### config.mk
export PLATFORM = sky130hd
export DESIGN_NAME = cbfd_fifo
export DESIGN_NICKNAME = d
export VERILOG_FILES = /design/src/design/cbfd_pkg.sv /design/src/design/cbfd_fifo.sv
export SDC_FILE = /design/constraint.sdc
export NUM_CORES = 1
export LEC_CHECK = 0
export BUFFER_PORTS_ARGS = -buffer_cell sky130_fd_sc_hd__buf_2
export CORE_AREA = 2 2 611 613
export CTS_CLUSTER_DIAMETER = 40
export DETAILED_ROUTE_END_ITERATION = 10
export DIE_AREA = 0 0 613 615
export PLACE_DENSITY_LB_ADDON = 0.08
export SYNTH_ARGS = -nofsm -noshare
export SYNTH_HDL_FRONTEND = slang
export SYNTH_SLANG_ARGS = --single-unit
### constraint.sdc
create_clock -name aclk -period 45.9 [get_ports aclk]
set_input_delay 13.77 -clock aclk [delete_from_list [all_inputs] [get_ports aclk]]
set_output_delay 13.77 -clock aclk [all_outputs]
set_load 0.1 [all_outputs]
### src/design/cbfd_pkg.sv
// cbfd_pkg: shared constants, types and the output rounding function
// for the cubic bezier forward difference block. no dependencies.
package cbfd_pkg;

    localparam int MAX_STEPS  = 64;
    localparam int EXTRA_FRAC = 24;
    localparam int DW         = 32;
    localparam int CW         = 7;
    localparam int MW         = 6;
    localparam int ACC_W      = 64;
    localparam int COEF_W     = 36;
    localparam int DIV_W      = 64;
    localparam int DIV_BITS   = 8;
    localparam int DIV_CYCLES = DIV_W / DIV_BITS;
    localparam int DIV_CNT_W  = 3;
    localparam int FIFO_DEPTH = 2;
    localparam int FIFO_PW    = 1;
    localparam int FIFO_CW    = 2;

    localparam logic [CW-1:0] STEPS_RESET = 7'd16;
    localparam logic [CW-1:0] STEPS_MAX   = 7'd64;

    typedef logic [ACC_W-1:0] acc_t;

    // one segment, ready to be stepped out by the back end
    typedef struct packed {
        acc_t [2:0]    pos;
        acc_t [2:0]    d1;
        acc_t [2:0]    d2;
        acc_t [2:0]    d3;
        logic [CW-1:0] count;
    } job_t;

    // round half up then saturate to 32 bits
    function automatic logic [DW-1:0] to_output(input acc_t acc);
        logic signed [ACC_W-1:0] v;
        logic signed [ACC_W-EXTRA_FRAC-1:0] r;
        logic [DW-1:0] res;
        v = $signed(acc + (acc_t'(1) << (EXTRA_FRAC - 1)));
        r = v[ACC_W-1:EXTRA_FRAC];
        if (r > $signed((ACC_W-EXTRA_FRAC)'(32'sh7fffffff))) begin
            res = 32'h7fffffff;
        end else if (r < -$signed((ACC_W-EXTRA_FRAC)'(33'sh080000000))) begin
            res = 32'h80000000;
        end else begin
            res = r[DW-1:0];
        end
        return res;
    endfunction

endpackage

### src/design/cbfd_fifo.sv
// cbfd_fifo: two-entry job queue between the front and back ends.
// uses cbfd_pkg.
module cbfd_fifo (
    input  logic           aclk,
    input  logic           aresetn,
    input  logic           push,
    input  cbfd_pkg::job_t push_job,
    input  logic           pop,
    output cbfd_pkg::job_t pop_job,
    output logic           full,
    output logic           empty
);

    cbfd_pkg::job_t                  mem [cbfd_pkg::FIFO_DEPTH];
    logic [cbfd_pkg::FIFO_PW-1:0]    wr_reg, rd_reg;
    logic [cbfd_pkg::FIFO_CW-1:0]    cnt_reg, cnt_next;

    assign full    = (cnt_reg == cbfd_pkg::FIFO_CW'(cbfd_pkg::FIFO_DEPTH));
    assign empty   = (cnt_reg == '0);
    assign pop_job = mem[rd_reg];

    always_comb begin
        cnt_next = cnt_reg;
        if (push && !pop) begin
            cnt_next = cnt_reg + 1'b1;
        end else if (pop && !push) begin
            cnt_next = cnt_reg - 1'b1;
        end
    end

    // pointers and fill level
    always_ff @(posedge aclk) begin
        if (!aresetn) begin
            wr_reg  <= '0;
            rd_reg  <= '0;
            cnt_reg <= '0;
        end else begin
            if (push) begin
                wr_reg <= wr_reg + 1'b1;
            end
            if (pop) begin
                rd_reg <= rd_reg + 1'b1;
            end
            cnt_reg <= cnt_next;
        end
    end

    always_ff @(posedge aclk) begin
        if (push) begin
            mem[wr_reg] <= push_job;
        end
    end

endmodule

* After elaboration in Yosys (flattened, before gate mapping)
Memories as Yosys holds them, arrays and structs flattened. A register that Yosys moved wholly into a read port is not among the register bits. Index checks and enable logic that the tools add are counted.
Storage, ports and cells: register bits after elaboration 4, RAM bits 1550, bits of input ports 779, output and inout port bits 777, word-level logic and storage cells 21, memories 1
Memory list:
- mem | depth 2, bits a word 775, rd ports 1, clocked after memory_dff 1, write ports 1, line cbfd_fifo.sv:14 | cbfd_pkg::job_t mem [cbfd_pkg::FIFO_DEPTH];
Cells by class: add/subtract/negate cells 4, equality and inequality tests 1, multiplexer cells 6, reductions and logical operators 6
Operators with widths (number):
- 1-bit two-way mux | 4
- 2-bit two-way mux | 2
- 1-bit adder (second input constant) | 2
- 2-bit by 1-bit adder with 2-bit output (second input constant) | 1
- 2-bit equality test (second input constant) | 1
- 1-bit logical AND | 2
- 1-bit logical NOT | 2
- 2-bit logical NOT | 1
- 2-bit nonzero test | 1
- 2-bit by 1-bit subtractor with 2-bit output (second input constant) | 1

* Depth between registers and ports, before layout
depth after elaboration 4, depth in mapped cells 5, gate-level depth less buffers 5

* Least setup slack after synthesis
Ideal clock, no wire load.
path kind input to register, start point input push, end point register wr_reg, library setup time 0.184 ns, data arrival time 49.179 ns, path slack -3.463 ns, cell stages on the path 2, cells stage by stage nor2b_1 -> o21a_1
RTL lines:
- start: declaration | line cbfd_fifo.sv:6 | input logic push,
- end signal: assignment | line cbfd_fifo.sv:39 | wr_reg <= wr_reg + 1'b1;
- end: declaration | line cbfd_fifo.sv:15 | logic [cbfd_pkg::FIFO_PW-1:0] wr_reg, rd_reg;

==> metrics.txt <==
Top Ports=between 1500 and 2000; H-Tree Depth=5; hold endpoint=cnt_reg[1]; P&R area growth vs syn=45.46%; Worst-Margin Slew=between 1 and 1.5 ns; GR Layer Usage met2=0.2328; CP Capture Type=primary output; CP Cell Sequence=buf_4 -> buf_4 -> buf_4 -> buf_4 -> buf_4 -> mux2_2 -> buf_2; synthesized netlist net count=roughly 3200; total power=a little over 5 mW; Post-synth EDFFs=~1600; critical path's most frequent cell=buf_4; Setup Viol. Count Final=0; WL/cell=25.47 um; setup slack after layout=between 20 and 30 ns; FMAX=just under 0.05 GHz; R2R cell count=7; setup_tns=0 ns; most frequent cell after synthesis=edfxtp_1; post_cts resized=0; mapped cell area=56440 um2; Post-route DRC=0; Detailed Route Iter0 Violations=1560; total CTS buffers=between 300 and 400; Die Area=377000 um2; met1 usage=0.1196; Pwr per Cell Area=around 60 nW/um2; total number of vias=~32000; Final Hold Fails=0; Hold Crit Depth=2; RSZ-0062 raised after global routing=no; Startpoint Class=flop; Yosys top cell area share=0.8246; GRT Resource Usage Total=0.1247; max reg flops=~1600; largest net degree at the start of global routing=~140; die height=just over 600 um; Max FO, Critical Path=69; clock root cell=clkbuf_16; Worst EP arrival=6.37 ns; Final period util=0.4387; slew margin rel.=0.2196; critical path class=flop to primary output; Seq cells post-synth=1555; register-to-register setup slack=~41 ns; post-route cell area=slightly above 80000 um2; layer with the highest usage=met2; max_cap viols=0; Die Wd=slightly above 600 um; RR Startpoint=wr_reg; share of post-route cells with drive strength above 1=0.6283; # rows=224; Final #Nets=slightly above 5000; post-CTS setup buffers=0; RR Endpoint=mem[0][307]; pre-CTS setup slack=26.26 ns; ranking of synthesized cells by area=edfxtp_1, mux2_2, buf_6; TritonRoute pass-1 iters=5; vias in the first global route=~34000; WL final=between 200000 and 250000 um; top_reg_cell synth=edfxtp_1; Yosys top cell by area=edfxtp_1; met3 usage=0.05574; status=finished, final reports clean; maximum vdd ir drop=~0.030 mV; antenna violations before repair=around 280; later-pin clock latency in the skew report=~0.90 ns; TritonCTS clock tree=built; Antenna Nets Post-Route=0; hold buffer count at CTS=0; global route overflow=0; Clock Skew=~0.033 ns; Commonest cells post-synth=edfxtp_1, mux2_2, buf_6; Max Slew Vio Count=0; vias per cell=3.371; first-pass GRT wire length=approximately 320000 um; synth unique cells=16; fin util=0.2214; clock slew at reported path FFs=0.04 ns; Hold Path Class=flop to flop; mean post-synth cell area=approximately 23 um2; min-delay src=cnt_reg[1]; min cycle time layout=just over 20 ns; core box area=approximately 370000 um2; cell count after synthesis=roughly 2400; Slowest cell on crit path=buf_4; leakage=roughly 30 nW; required time of the critical path=between 30 and 40 ns; PortBufs=roughly 1600; synth warn=0; clk buf depth=4; register area share after synthesis=0.8264; Initial Util=0.1522; routability cong.=about 0.80; crit-path max cell delay=between 0.8 and 0.9 ns; post-synthesis async set-or-reset flop share=0; DP Area=approximately 70000 um2; Detail Placement HPWL=185800 um; Num Clock Sinks=between 1500 and 2000
layout by cell type (no fill, tap or decap), drive strengths merged:
master | netlist | routed
a21boi | 1 | 1
and2 | 4 | 4
buf | 86 | 1593
bufinv | 0 | 49
clkbuf | 0 | 427
clkinv | 0 | 155
clkinvlp | 0 | 17
dfxtp | 5 | 5
diode | 0 | 55
edfxtp | 1550 | 1550
ha | 1 | 1
inv | 1 | 11
mux2 | 775 | 775
nor2 | 1 | 1
nor2b | 3 | 3
o21a | 1 | 1
o21ai | 1 | 1
or3 | 1 | 1
xnor2 | 1 | 1
xor2 | 2 | 2
worst max path at each step:
stage	from	to	slack, ns	depth (start not counted)
final	flop	pop_job[379]	25.76	7
after floorplan	push	wr_reg	11.34	2
after CTS	flop	pop_job[458]	25.24	7
after detailed placement	flop	pop_job[458]	26.26	7
after global routing	flop	pop_job[166]	25.12	7
after global placement	flop	pop_job[458]	26.31	7
cell families (layout without fill, tap and decap cells):
| family | after synthesis | after routing | synth area share |
|---|---|---|---|
| flip-flops | 1555 | 1555 | 0.8264 |
| multiplexers | 775 | 775 | 0.1546 |
| buffers and inverters | 87 | 2252 | 0.01700 |
| AND/OR/NAND/NOR | 9 | 9 | 0.0009532 |
| AO/OA/AOI/OAI | 3 | 3 | 0.0003547 |
| XOR/XNOR | 3 | 3 | 0.0004656 |
| adder cells (fa/ha/maj) | 1 | 1 | 0.0002216 |
| other | 0 | 55 | 0 |
area by class of cell:
class	instances	area [um2]
Sequential cell	1555	46650
Inverter	1	3.754
Timing Repair Buffer	1593	8143
Tap cell	4972	6221
Clock buffer	427	9281
Clock inverter	231	2818
Multi-Input combinational cell	791	8850
Fill cell	39080	288700
Antenna cell	55	137.6
routing by layer:
layer  part of all wire  wire, um  vias up
met2               0.53    128800     1528
met1               0.33     81940    16090
met4              0.042     10230      158
met5             0.0043      1056        -
met3              0.094     23130      864
li1                   -         -    13810
power breakdown:
group | total (mW) | leakage (nW) | internal, mW | switching (mW)
Combinational | 0.850 | 9.28 | 0.144 | 0.707
Sequential | 1.67 | 14.6 | 1.65 | 0.0209
Clock | 2.54 | 5.84 | 1.71 | 0.832
per-stage QoR:
step | std cells | hold WS, ns
final | 9625 | 0.5158
after global routing | 9581 | 0.5449
after CTS | 9570 | 0.5177
after detailed placement | 8912 | 0.5096
after global placement | 8912 | 0.4932
after floorplan | 2433 | 0.4729
critical path, delay by kind of cell (launching register included):
family                 cells  cell delay, ns
DFF                        1            0.72
muxes                      1            0.31
buffers and inverters      6            4.23
No activity file was read; power rests on OpenSTA's default activity.
