$ cat src/design/cbfd_pkg.sv
// cbfd_pkg: shared constants, types and the output rounding function
// for the cubic bezier forward difference block. no dependencies.
package cbfd_pkg;

    localparam int MAX_STEPS  = 64;
    localparam int EXTRA_FRAC = 24;
    localparam int DW         = 32;
    localparam int CW         = 7;
    localparam int MW         = 6;
    localparam int ACC_W      = 64;
    localparam int COEF_W     = 36;
    localparam int DIV_W      = 64;
    localparam int DIV_BITS   = 8;
    localparam int DIV_CYCLES = DIV_W / DIV_BITS;
    localparam int DIV_CNT_W  = 3;
    localparam int FIFO_DEPTH = 2;
    localparam int FIFO_PW    = 1;
    localparam int FIFO_CW    = 2;

    localparam logic [CW-1:0] STEPS_RESET = 7'd16;
    localparam logic [CW-1:0] STEPS_MAX   = 7'd64;

    typedef logic [ACC_W-1:0] acc_t;

    // one segment, ready to be stepped out by the back end
    typedef struct packed {
        acc_t [2:0]    pos;
        acc_t [2:0]    d1;
        acc_t [2:0]    d2;
        acc_t [2:0]    d3;
        logic [CW-1:0] count;
    } job_t;

    // round half up then saturate to 32 bits
    function automatic logic [DW-1:0] to_output(input acc_t acc);
        logic signed [ACC_W-1:0] v;
        logic signed [ACC_W-EXTRA_FRAC-1:0] r;
        logic [DW-1:0] res;
        v = $signed(acc + (acc_t'(1) << (EXTRA_FRAC - 1)));
        r = v[ACC_W-1:EXTRA_FRAC];
        if (r > $signed((ACC_W-EXTRA_FRAC)'(32'sh7fffffff))) begin
            res = 32'h7fffffff;
        end else if (r < -$signed((ACC_W-EXTRA_FRAC)'(33'sh080000000))) begin
            res = 32'h80000000;
        end else begin
            res = r[DW-1:0];
        end
        return res;
    endfunction

endpackage

$ cat src/design/cbfd_back.sv
// cbfd_back: steps a job through its points, one per cycle while the output
// is not stalled, into the output register. uses cbfd_pkg.
module cbfd_back (
    input  logic           aclk,
    input  logic           aresetn,
    input  logic           job_empty,
    input  cbfd_pkg::job_t job,
    output logic           job_pop,
    output logic           m_tvalid,
    input  logic           m_tready,
    output logic [95:0]    m_tdata,
    output logic           m_tlast
);

    logic                    active_reg, active_next;
    logic [cbfd_pkg::CW-1:0] k_reg, k_next;
    cbfd_pkg::job_t          work_reg;
    logic                    m_tvalid_reg, m_tvalid_next;
    logic [95:0]             m_tdata_reg;
    logic                    m_tlast_reg;
    logic                    emit, is_last;

    assign job_pop = !active_reg && !job_empty;
    assign emit    = active_reg && (!m_tvalid_reg || m_tready);
    assign is_last = (k_reg == work_reg.count - 1'b1);

    assign m_tvalid = m_tvalid_reg;
    assign m_tdata  = m_tdata_reg;
    assign m_tlast  = m_tlast_reg;

    always_comb begin
        active_next   = active_reg;
        k_next        = k_reg;
        m_tvalid_next = m_tvalid_reg;
        if (m_tready) begin
            m_tvalid_next = 1'b0;
        end
        if (job_pop) begin
            active_next = 1'b1;
            k_next      = '0;
        end else if (emit) begin
            m_tvalid_next = 1'b1;
            k_next        = k_reg + 1'b1;
            if (is_last) begin
                active_next = 1'b0;
            end
        end
    end

    always_ff @(posedge aclk) begin
        if (!aresetn) begin
            active_reg   <= 1'b0;
            k_reg        <= '0;
            m_tvalid_reg <= 1'b0;
        end else begin
            active_reg   <= active_next;
            k_reg        <= k_next;
            m_tvalid_reg <= m_tvalid_next;
        end
    end

    // difference chain and output rounding
    always_ff @(posedge aclk) begin
        if (job_pop) begin
            work_reg <= job;
        end else if (emit) begin
            for (int ax = 0; ax < 3; ax++) begin
                m_tdata_reg[ax*cbfd_pkg::DW +: cbfd_pkg::DW]
                    <= cbfd_pkg::to_output(work_reg.pos[ax]);
                work_reg.pos[ax] <= work_reg.pos[ax] + work_reg.d1[ax];
                work_reg.d1[ax]  <= work_reg.d1[ax] + work_reg.d2[ax];
                work_reg.d2[ax]  <= work_reg.d2[ax] + work_reg.d3[ax];
            end
            m_tlast_reg <= is_last;
        end
    end

endmodule

$ cat config.mk
export PLATFORM = sky130hd
export DESIGN_NAME = cbfd_back
export DESIGN_NICKNAME = d
export VERILOG_FILES = /design/src/design/cbfd_pkg.sv /design/src/design/cbfd_back.sv
export SDC_FILE = /design/constraint.sdc
export NUM_CORES = 2
export LEC_CHECK = 0
export CORE_MARGIN = 1
export CORE_UTILIZATION = 40
export CTS_CLUSTER_SIZE = 30
export DETAILED_ROUTE_END_ITERATION = 10
export DONT_BUFFER_PORTS = 1
export GPL_TIMING_DRIVEN = 0
export PLACE_DENSITY_LB_ADDON = 0.12
export RECOVER_POWER = 50
export SETUP_SLACK_MARGIN = 0.5
export SYNTH_ARGS = -nofsm -noshare
export SYNTH_HDL_FRONTEND = slang
export SYNTH_SLANG_ARGS = --single-unit
$ cat constraint.sdc
create_clock -name aclk -period 17.1 [get_ports aclk]
set_input_delay 3.42 -clock aclk [delete_from_list [all_inputs] [get_ports aclk]]
set_output_delay 3.42 -clock aclk [all_outputs]
set_load 0.02 [all_outputs]
# Yosys cells after proc, flatten, opt, wreduce, memory -nomap -nowiden
# Cells that the tools add are included.
[classes]
magnitude_cmp = 6
reduce_logical = 11
add_sub_neg = 14
bitwise = 2
mux = 11
n_eq_ne = 1
[op_table]
columns = ["operator", "count"]
rows = [
  ["$mux 576", 2],
  ["$add 64x64->64", 9],
  ["$add 64x24->64 const B", 3],
  ["$gt 40x32->1 const B", 3],
  ["$lt 40x32->1 const B", 3],
  ["$mux 32", 3],
  ["$add 7x1->7 const B", 1],
  ["$eq 7x7->1", 1],
  ["$sub 7x1->7 const B", 1],
  ["$mux 1", 6],
  ["$reduce_and 2->1", 2],
  ["$reduce_bool 2->1", 2],
  ["$logic_not 1->1", 3],
  ["$logic_and 1x1->1", 2],
  ["$not 1->1", 2],
  ["$reduce_or 2->1", 1],
  ["$logic_or 1x1->1", 1],
]
[word_totals]
out_inout_bits = 99
regBits = 881
wordCells = 65
input_bits = 779

# Depth between registers and ports, before layout
[depth]
word_depth = 5
depth_mapped = 14

# Least setup slack after synthesis
# Ideal clock, no wire load.
[synth_timing]
kind = "input port to flip-flop"
from = "in m_tready"
to = "reg work_reg[199] in the netlist's numbering, enable pin"
t_arrival_ps = 13481
n_path_buf = 1
stages = 4
path_slack_ps = 2913
setup_ps = 705
cell_sequence = "nand2b_1 > and2_1 > clkbuf_1 > or2_2"
[synth_via]
elab_chain_cells = 3
[synth_rtl]
columns = ["item", "line_no", "source"]
rows = [
  ["from (decl)", "cbfd_back.sv:10", "input logic m_tready,"],
  ["$logic_or 1x1->1", "cbfd_back.sv:24", "assign emit = active_reg && (!m_tvalid_reg || m_tready);"],
  ["$logic_and 1x1->1", "cbfd_back.sv:24", ""],
  ["$reduce_bool 2->1 (no source line)", "-", ""],
  ["to (signal assigned)", "cbfd_back.sv:65", "work_reg <= job;"],
  ["to (decl)", "cbfd_back.sv:17", "cbfd_pkg::job_t work_reg;"],
]
# No other way between the ends.
# A chain may end at the register's enable or synchronous reset.

# Worst setup path after layout
[layout_timing]
from = "in job_empty"
to = "out job_pop"
[layout_via]
elab_chain_cells = 2
[layout_rtl]
columns = ["item", "line_no", "source"]
rows = [
  ["from (decl)", "cbfd_back.sv:6", "input logic job_empty,"],
  ["$logic_not 1->1", "cbfd_back.sv:23", "assign job_pop = !active_reg && !job_empty;"],
  ["$logic_and 1x1->1", "cbfd_back.sv:23", ""],
  ["to (decl)", "cbfd_back.sv:8", "output logic job_pop,"],
]
# No other way between the ends.

==> summary.md <==
| Metric | Value |
|---|---|
| Outcome | finished, violations left |
| Violated checks | capacitance limit, slew limit |
| Critical-path cell with the highest stage delay | clkbuf_1 |
| Final std cells w/o fill | 10000 |
| Final Hold Vio Count | 0 |
| Cell family with the largest share of critical-path delay | buffers and inverters |
| Most common cell after layout, fill and taps aside | a21oi_1 |
| Cell Count Post-Placement | 9757 |
| Worst slew margin | -136% |
| Post-route standard cell area excluding fillers | 74900 um2 |
| Max frequency | 87.6 MHz |
| Source of the worst hold timing path | active_reg$_SDFFE_PN0P_ |
| Setup Fix Bufs, Post-CTS | 0 |
| Startpoint of the most critical setup path | job_empty |
| Arrival time of data at the critical path endpoint | 8.00 ns |
| Final layout net count | 9027 |
| Number of register bits inferred by synthesis | 881 |
| Residual overflow from global routing | 0 |
| Starting Density | 40.4% |
| Max reg flops | 775 |
| Critical setup path kind | in2out |
| Largest net degree at the start of global routing | 63 |
| Input/output buffers | 0 |
| Maximum vdd ir drop | 0.104 mV |
| Fin crit period | 11.42 ns |
| Antenna violations before repair | 128 |
| Die span in x | 414 um |
| Full die area | 171000 um2 |
| Top library cells by usage in the layout, fill and taps aside | a21oi_1 (1006), edfxtp_1 (872), nor2_1 (760), nand2_1 (692), ha_1 (572) |
| CTS Root Buffer Type | clkbuf_16 |
| Setup Skew | 0.0371 ns |
| Mapped Area | 67800 um2 |
| HPWL Detailed | 227000 um |
| Reg area | 26400 um2 |
| Number of warnings issued by yosys | 0 |
| Filler cells | 16600 |
| Area of the core | 168000 um2 |
| Critical-path maximum fanout | 43 |
| CTS buffer count | 112 |
| RR Startpoint | m_tvalid$_SDFF_PN0_ |
| Pwr/cell area | 244 nW/um2 |
| Placer Congestion | 0.991 |
| Site Rows | 150 |
| Count of unresolved DRC violations after routing | 0 |
| Post-route ant nets | 0 |
| Number of hold buffers added after cts | 0 |
| Worst-margin pin slew | 3.53 ns |
| Violation count after the first detailed-routing iteration | 5732 |
| Sum of negative setup slack | 0 ns |
| Drt wl/cell | 28.1 um |
| Final wirelength | 281000 um |
| Number of iterations in the first detailed-routing pass | 6 |
| Min-Delay Path Class | reg2reg |
| Endpoints failing setup | 0 |
| Clock Latency Late Sink | 0.79 ns |
| Worst-path cell chain | or2_2 -> clkbuf_1 -> inv_1 -> clkbuf_1 -> clkbuf_1 -> clkbuf_1 -> clkbuf_4 |
| # resized after CTS | 0 |
| Number of maximum-capacitance constraint violations | 13 |
| Num Clock Sinks | 881 |
| Share of async-settable or async-resettable flops after synthesis | 0% |
| Fraction of layout instances using a drive strength above 1 | 3.63% |
| Dominant register cell in the synthesized netlist | edfxtp_1 |
| Setup repair after global routing missed its margin | no |
| Required time of the critical path | 13.68 ns |
| Count of distinct cell types in the synthesized netlist | 88 |
| Seq/Total Area, Yosys | 38.9% |
| Vias per Instance | 6.02 |
| Setup crit start kind | input port |
| Pins Over Slew Limit | 213 |
| Mapped Nets | 8890 |
| Most Frequent Cell on Critical Path | clkbuf_1 |
| Global-route wire length before repair | 394000 um |
| Number of buffers and inverters on the critical path | 6 |
| Number of instances in the synthesized netlist | 7530 |
| Die extent in y | 414 um |
| Vias in the first global route | 57000 |
| Endpoint class of the critical path | primary output |
| Overall fraction of global-route tracks in use | 31.6% |
| Area of the multi-input gates | 39400 um2 |
| Leakage | 29.1 nW |
| Num ports | 878 |
| Number of synthesized flops with an enable pin | 872 |
| Syn_area_per_cell | 9.00 um2 |
| Placed instance area | 71100 um2 |
| CTS max path bufs | 3 |
| Area growth from synthesis to layout | 10.5% |
| Via Count | 60300 |
| Clock-pin slew of the registers on the worst-case setup and hold paths | 0.06 ns |
| Tcrit/Tclk final | 66.8% |
| Clock tree from TritonCTS | done |
| Count of H-tree levels built during CTS | 3 |
| Delay of the slowest cell on the worst path | 0.95 ns |
Yosys cell counts (166+ instances only):
library cell  instances  area, um2
a21o_1              424       3180
a21oi_1            1006       5030
clkbuf_1            367       1380
edfxtp_1            872      26200
ha_1                572       7160
nand2_1             692       2600
nand3_1             166        831
nand4_1             180       1130
nor2_1              760       2850
o21ai_0             563       2820
xnor2_1             343       3000
xor2_1              297       2600
cell families (layout without fill, tap and decap cells):
kind of cell	count (synthesis)	after routing	share of synthesized area, %
compound gates	2633	2633	23.7
xor+xnor	640	640	8.27
fa+ha+maj	581	581	10.8
buf+inv	535	769	2.97
flops	881	881	38.9
mux	16	16	0.242
other cells	0	55	0
simple gates	2244	2244	15.1
worst reg2reg max path, stage by stage (launching register included):
cell	delay, ns
dfxtp_1	0.38
nand2b_1	0.13
and2_0	0.13
clkbuf_1	0.52
clkbuf_1	2.52
clkbuf_1	2.16
routing by layer:
metal / global-route usage [%] / vias to the layer above / wire length [um]
met3: 6.47 / 523 / 21000
met5: 0 / - / 487
met4: 14.3 / 78 / 13500
li1: - / 28400 / -
met1: 40.8 / 29100 / 118000
met2: 50.8 / 2209 / 129000
report_power, final:
group | internal (mW) | total (mW) | switching [mW]
sequential | 3.62 | 4.52 | 0.898
combinational | 4.42 | 11.3 | 6.89
clock | 1.43 | 2.49 | 1.06
through the flow:
step	utilization [%]	hold WS [ns]	power, mW	worst slack [ns]
2_1_floorplan	-	0.446	12.6	2.91
4_1_cts	44.6	0.484	18.2	5.63
3_5_place_dp	42.4	0.478	15.6	5.63
5_1_grt	44.6	0.516	19.7	5.57
6_report	44.7	0.485	18.3	5.68
3_3_place_gp	42.1	0.462	15.6	-3.08
layout make-up:
| class | instances | share of cell area [%] |
|---|---|---|
| clock buffer | 133 | 4.00 |
| clock inverter | 78 | 1.01 |
| inverter | 151 | 0.757 |
| antenna | 55 | 0.184 |
| sequential | 881 | 35.2 |
| multi-input combinational | 6114 | 52.6 |
| timing repair buffer | 23 | 0.596 |
| buffer | 384 | 1.96 |
| tap | 2204 | 3.68 |
worst paths after layout:
| path | cells after the start | slack (ns) | end |
|---|---|---|---|
| worst max-delay path | 7 | 5.68 | job_pop |
| worst min-delay path | 2 | 0.49 | m_tvalid$_SDFF_PN0_ |
| worst max register to register | 5 | 10.70 | m_tdata[3]$_SDFFCE_PN1P_ |
| worst min register to register | 2 | 0.49 | m_tvalid$_SDFF_PN0_ |
(Power assumes the default switching activity.)
